--- src/rtl/colored_decimal_digit_display_macros.svh ---
// ----------------------------------------------------------------------------
// Colored decimal digit display: assertion macros
// Wraps concurrent checks so a build can drop them with NO_ASSERTIONS.
// ----------------------------------------------------------------------------
`ifndef COLORED_DECIMAL_DIGIT_DISPLAY_MACROS_SVH
`define COLORED_DECIMAL_DIGIT_DISPLAY_MACROS_SVH

`ifndef NO_ASSERTIONS

// Property checked on every clock edge outside reset
`define CDD_ASSERT(lbl, prop) \
  lbl: assert property (@(posedge clk) disable iff (rst) (prop)) \
    else $error("colored_decimal_digit_display: check failed");

// Implication checked on every clock edge outside reset
`define CDD_ASSERT_IMPL(lbl, ante, cons) \
  lbl: assert property (@(posedge clk) disable iff (rst) (ante) |-> (cons)) \
    else $error("colored_decimal_digit_display: implication failed");

`else

`define CDD_ASSERT(lbl, prop)
`define CDD_ASSERT_IMPL(lbl, ante, cons)

`endif

`endif

--- src/rtl/cddd_pkg.sv ---
// ----------------------------------------------------------------------------
// cddd_pkg
// Shared types, register indexes and constants of the digit display block.
// ----------------------------------------------------------------------------
package cddd_pkg;

  // Parameter defaults
  localparam int DIGITS_DEFAULT      = 8;
  localparam int COLOR_SPOTS_DEFAULT = 4;

  // Spot registers that exist in the register map
  localparam int SPOT_REGS = 4;

  // Positions that fit the digits and digit_enable fields
  localparam int FIELD_POSITIONS = 8;

  // Register map
  localparam int CFG_INDEX_W = 3;
  localparam int CFG_DATA_W  = 56;
  localparam logic [CFG_INDEX_W-1:0] REG_SHOW_ZERO    = 3'd0;
  localparam logic [CFG_INDEX_W-1:0] REG_SHOW_LZ      = 3'd1;
  localparam logic [CFG_INDEX_W-1:0] REG_SPOT_COUNT   = 3'd2;
  localparam logic [CFG_INDEX_W-1:0] REG_SPOT_FIRST   = 3'd3;

  // Reset value of a spot: highest threshold, white
  localparam logic [CFG_DATA_W-1:0] SPOT_RESET = 56'h7F_FFFF_FFFF_FFFF;

  // Divide by ten: floor(x * RECIP10 >> RECIP_SHIFT) is exact for x < 2^32
  localparam logic [31:0] RECIP10     = 32'hCCCC_CCCD;
  localparam int          RECIP_SHIFT = 35;

  // Mode flags seen by every digit stage
  typedef struct packed {
    logic show_zero;
    logic show_leading_zeros;
  } cfg_t;

  // Payload carried down the pipeline
  typedef struct packed {
    logic [30:0] rest;       // magnitude still to be split into digits
    logic        is_zero;    // input was exactly zero
    logic [31:0] digits;
    logic [7:0]  enable;
    logic [7:0]  red;
    logic [7:0]  green;
    logic [7:0]  blue;
  } stage_t;

endpackage

--- src/rtl/cddd_colour_sel.sv ---
// ----------------------------------------------------------------------------
// cddd_colour_sel
// Entry stage: compares the value with the spot thresholds, picks the colour
// and prepares the magnitude for digit extraction.
// ----------------------------------------------------------------------------
module cddd_colour_sel #(
  parameter int NSPOT = cddd_pkg::SPOT_REGS
) (
  input  logic                             clk,
  input  logic                             rst,
  input  logic [2:0]                       spot_count,
  input  logic [cddd_pkg::CFG_DATA_W-1:0]  spot [NSPOT],
  input  logic                             in_valid,
  output logic                             in_ready,
  input  logic [31:0]                      value,
  output logic                             out_valid,
  input  logic                             out_ready,
  output cddd_pkg::stage_t                 out_data
);

  logic [2:0]       n_used;
  logic [23:0]      rgb;
  cddd_pkg::stage_t data_next;

  // Spots in use: clamp to 1..NSPOT
  always_comb begin
    if (spot_count == 3'd0) begin
      n_used = 3'd1;
    end else if (spot_count > 3'(NSPOT)) begin
      n_used = 3'(NSPOT);
    end else begin
      n_used = spot_count;
    end
  end

  // First spot whose threshold is at least the value, else the last in use
  always_comb begin
    logic found;
    logic [23:0] last_rgb;
    found    = 1'b0;
    last_rgb = spot[0][23:0];
    rgb      = 24'd0;
    for (int i = 0; i < NSPOT; i++) begin
      if (i == int'(n_used) - 1) begin
        last_rgb = spot[i][23:0];
      end
      if (!found && (i < int'(n_used)) &&
          ($signed(value) <= $signed(spot[i][55:24]))) begin
        rgb   = spot[i][23:0];
        found = 1'b1;
      end
    end
    if (!found) begin
      rgb = last_rgb;
    end
  end

  // Payload for the digit stages; a negative value has no digits
  always_comb begin
    data_next         = '0;
    data_next.rest    = value[31] ? 31'd0 : value[30:0];
    data_next.is_zero = (value == 32'd0);
    data_next.red     = rgb[23:16];
    data_next.green   = rgb[15:8];
    data_next.blue    = rgb[7:0];
  end

  assign in_ready = !out_valid || out_ready;

  // Stage register
  always_ff @(posedge clk) begin
    if (rst) begin
      out_valid <= 1'b0;
    end else if (in_ready) begin
      out_valid <= in_valid;
    end
  end

  always_ff @(posedge clk) begin
    if (in_valid && in_ready) begin
      out_data <= data_next;
    end
  end

endmodule

--- config.mk ---
export PLATFORM = sky130hd
export DESIGN_NAME = cddd_colour_sel
export DESIGN_NICKNAME = d
export VERILOG_FILES = /design/src/rtl/colored_decimal_digit_display_macros.svh /design/src/rtl/cddd_pkg.sv /design/src/rtl/cddd_colour_sel.sv
export SDC_FILE = /design/constraint.sdc
export NUM_CORES = 1
export LEC_CHECK = 0
export BUFFER_PORTS_ARGS = -buffer_cell sky130_fd_sc_hd__buf_2
export CAP_MARGIN = 30
export CORE_AREA = 4 4 137 139
export CTS_CLUSTER_DIAMETER = 60
export DETAILED_ROUTE_END_ITERATION = 8
export DIE_AREA = 0 0 141 143
export HOLD_SLACK_MARGIN = 0.06
export MAX_ROUTING_LAYER = met4
export PLACE_DENSITY = 0.85
export SLEW_MARGIN = 10
export SYNTH_ARGS = -nofsm -noshare
export SYNTH_HDL_FRONTEND = slang
export SYNTH_SLANG_ARGS = --single-unit
--- constraint.sdc ---
create_clock -name clk -period 4.69 [get_ports clk]
set_clock_uncertainty 0.2 [all_clocks]
set_input_delay 1.1725 -clock clk [delete_from_list [all_inputs] [get_ports clk]]
set_output_delay 1.1725 -clock clk [all_outputs]
set_load 0.01 [all_outputs]
==> flow_metrics.py <==
metrics = {
    "pwr": {
        "power_density_nw_per_um2": 227,
        "p_int_w": 0.00140,
        "p_leak_nw": 4.65,
        "comb_power_share_pct": 37.4,
        "sequentialPowerShare_pct": 30.3,
        "clkPwrFrac_pct": 32.3,
        "p_sw_w": 0.000719,
        "sw_frac_of_total_pct": 34.0,
        "irDropWorstVdd_v": 0.000164,
    },
    "global_routing": {
        "grt-busiest-layer": "met2",
        "gr-usage-met1_pct": 30.1,
        "grt_pass1_vias": 7508,
        "grt_pass1_wl_um": 38500,
        "grt_start_max_net_pins": 57,
        "grtUsageMet3_pct": 3.42,
        "grt_overflow_total": 0,
        "grt.total_usage_pct": 24.6,
        "grt_antenna_before_repair": 2,
        "use_met2_pct": 41.5,
    },
    "synth": {
        "synth.top_cell.area_share_pct": 22.6,
        "yosysMostFrequentCell": "inv_1",
        "synth_common_cells": "inv_1 (121), ha_1 (96), a21oi_1 (61), nor2_1 (58), edfxtp_1 (56)",
        "synth_seq_area_share_pct": 22.9,
        "synth.distinct_cells": 59,
        "synth_ff_type": "edfxtp_1",
        "synthTopCellsByArea": "edfxtp_1 (23%), ha_1 (16%), mux2i_1 (6.5%), inv_1 (6.1%), a211oi_1 (4.9%)",
        "syn-cell-area_sq_um": 7430,
        "syn_inst": 916,
        "synth-seq-cells": 57,
        "synthArstFlopShare_pct": 0,
        "synth_edf_count": 56,
        "yosys_warnings": 0,
        "yosys.area.top_type": "edfxtp_1",
        "avgSynthCellArea_sq_um": 8.11,
    },
    "worst_setup_path": {
        "crit_family": "simple AND/OR/NAND/NOR gates",
        "critPathCaptureType": "flip-flop",
        "worstReg2RegEnd": "out_data[72]",
        "critPathBufInv": 2,
        "crit_type": "in2reg",
        "cp.arrival_ns": 3.89,
        "crit_path_cell_trace": "buf_2, ha_1, nand4_1, nor4_2, a21boi_0, mux2_4, or3b_1, buf_4, a31oi_1, mux2i_1",
        "worstPathMaxFanout": 16,
        "slowest_stage": "or3b_1",
        "worstPathRequired_ns": 4.56,
        "ff2ff_path_depth": 3,
        "rrSetupSlack_ns": 2.87,
        "cpPeakStageDelay_ns": 0.55,
        "crit_path_start_kind": "primary input",
        "r2r-start": "out_valid",
    },
    "floorplanning": {
        "die_y_um": 143,
        "fp-row-count": 49,
        "ios": 361,
        "initial_core_util_pct": 42.1,
        "fp.dieArea_sq_um": 20200,
        "coreArea_sq_um": 17700,
        "die_x_um": 141,
    },
    "detailed_routing": {
        "drc": 0,
        "vias_per_cell": 5.62,
        "detail_route.first_pass.iterations": 7,
        "vias": 7943,
        "drtIter0Drc": 596,
        "ant_nets": 0,
        "wl_per_cell_um": 17.8,
        "wirelength_um": 25200,
    },
    "timing": {
        "tightest_slew_ns": 0.837,
        "slew_headroom_pct": 44.2,
        "setup_violations": 0,
        "fin_crit_sh_pct": 85.7,
        "setup_tns_ns": 0,
        "drv_slew": 0,
        "final-hold-violation-count": 0,
        "period_minus_slack_ns": 4.02,
        "rsz0062_at_grt": "false",
        "max_freq_ghz": 0.249,
    },
    "finish": {
        "fin_nets": 1536,
        "drive_gt1_share_pct": 29.2,
        "final_cell_area_sq_um": 9320,
        "final_util_pct": 52.8,
        "area_delta_synth_final_pct": 25.5,
    },
    "clock_tree": {
        "cts-root-buf": "clkbuf_16",
        "cts_num_sinks": 57,
        "holdBufCountCts": 0,
        "cts_htree_levels": 3,
        "post_cts_resized": 0,
        "path_clk_slew_ns": 0.05,
        "clk_latency_ns": 0.33,
        "cts_buffers": 9,
        "clockBufferDepth": 2,
        "cts_setup_buffers": 0,
        "cts_tree": "yes",
    },
    "placed_design": {
        "numPortBuffers": 288,
        "gp_congestion": 0.908,
        "placed_area_sq_um": 9010,
        "dpl.hpwl_um": 19400,
    },
    "hold_path": {
        "whs_endpoint": "out_valid",
        "hold_class": "reg2reg",
        "hp-start": "out_valid",
        "hold_depth": 2,
    },
    "status": {
        "outcome": "complete, no violations",
    },
    "job": {
        "cap_violations": 0,
    },
}
==> per-layer routing <==
layer,vias to the layer above,wire length (um)
li1,3839,-
met1,3642,10400
met2,408,12300
met3,54,1870
met4,0,585
met5,-,0
==> layout by cell type (no fill, tap or decap), types with 2 or more instances in the layout <==
cell,instances
nor4_1,35
ha_1,95
a21oi_1,60
nor2_1,58
clkbuf_8,2
a2111oi_0,24
clkbuf_1,2
inv_1,121
a211oi_1,48
mux2i_1,48
buf_4,19
a21o_1,5
nand2b_1,28
edfxtp_1,56
a221oi_1,3
o21ai_0,10
conb_1,40
nand4_1,21
diode_2,2
nor2b_1,33
a31oi_1,24
o2111ai_1,24
buf_6,2
nand3_1,8
a221o_1,2
nor3_1,27
clkinv_2,2
nor4_2,2
a21boi_0,2
o211ai_1,5
clkbuf_16,9
nand2_1,44
buf_2,288
==> cell type report <==
cell class	count	area, sq um
antenna	2	5.00
fill	1636	8340
sequential	57	1700
inverter	121	454
timing repair buffer	311	1640
tap	229	287
multi-input combinational	677	4930
clock buffer	13	260
clock inverter	3	40.0
==> registers in the layout, indices dropped and copies added (netlist names) <==
name and count:
out_valid 1, out_data 56
==> tightest hold or removal path, stage by stage (launching register included) <==
cell      delay (ns)
dfxtp_1         0.30
nand2b_1        0.10
a21oi_1         0.08
==> metrics by stage <==
stage	power [W]	cells	worst slack, ns	hold slack (ns)
global placement	0.00141	1392	0.397	0.295
CTS	0.00213	1411	0.700	0.332
floorplan	0.00116	955	1.02	0.393
global route	0.00225	1413	0.486	0.347
detailed placement	0.00144	1395	0.347	0.325
finish	0.00212	1413	0.670	0.325
==> logic make-up (layout without fill, tap and decap cells) <==
| kind of cell | after synthesis | in the layout | synth area share, % |
|---|---|---|---|
| other | 1 | 42 | 0.0505 |
| adder cells (fa/ha/maj) | 96 | 96 | 16.2 |
| AO/OA/AOI/OAI | 225 | 225 | 21.4 |
| AND/OR/NAND/NOR | 267 | 267 | 19.1 |
| flip-flops | 57 | 57 | 22.9 |
| multiplexers | 49 | 49 | 6.67 |
| buffers and inverters | 221 | 448 | 13.7 |
==> worst max-delay path by stage <==
stage	end	slack, ns	cells after the start	start
final	out_data[6]	0.67	10	value[11]
after global placement	out_data[23]	0.40	11	value[31]
after floorplan	out_data[10]	1.02	11	spot[165]
after global routing	out_data[21]	0.49	11	value[31]
after CTS	out_data[6]	0.70	10	value[11]
after detailed placement	out_data[21]	0.35	11	value[31]
==> power by group through the flow <==
| stage | registers, W | logic [W] | clock network, W |
|---|---|---|---|
| floorplan | 0.000678 | 0.000483 | 0 |
| global placement | 0.000650 | 0.000756 | 0 |
| detailed placement | 0.000651 | 0.000786 | 0 |
| CTS | 0.000642 | 0.000789 | 0.000698 |
| global route | 0.000645 | 0.000877 | 0.000724 |
| finish | 0.000641 | 0.000791 | 0.000683 |
Power figures use the tool's default switching activity.
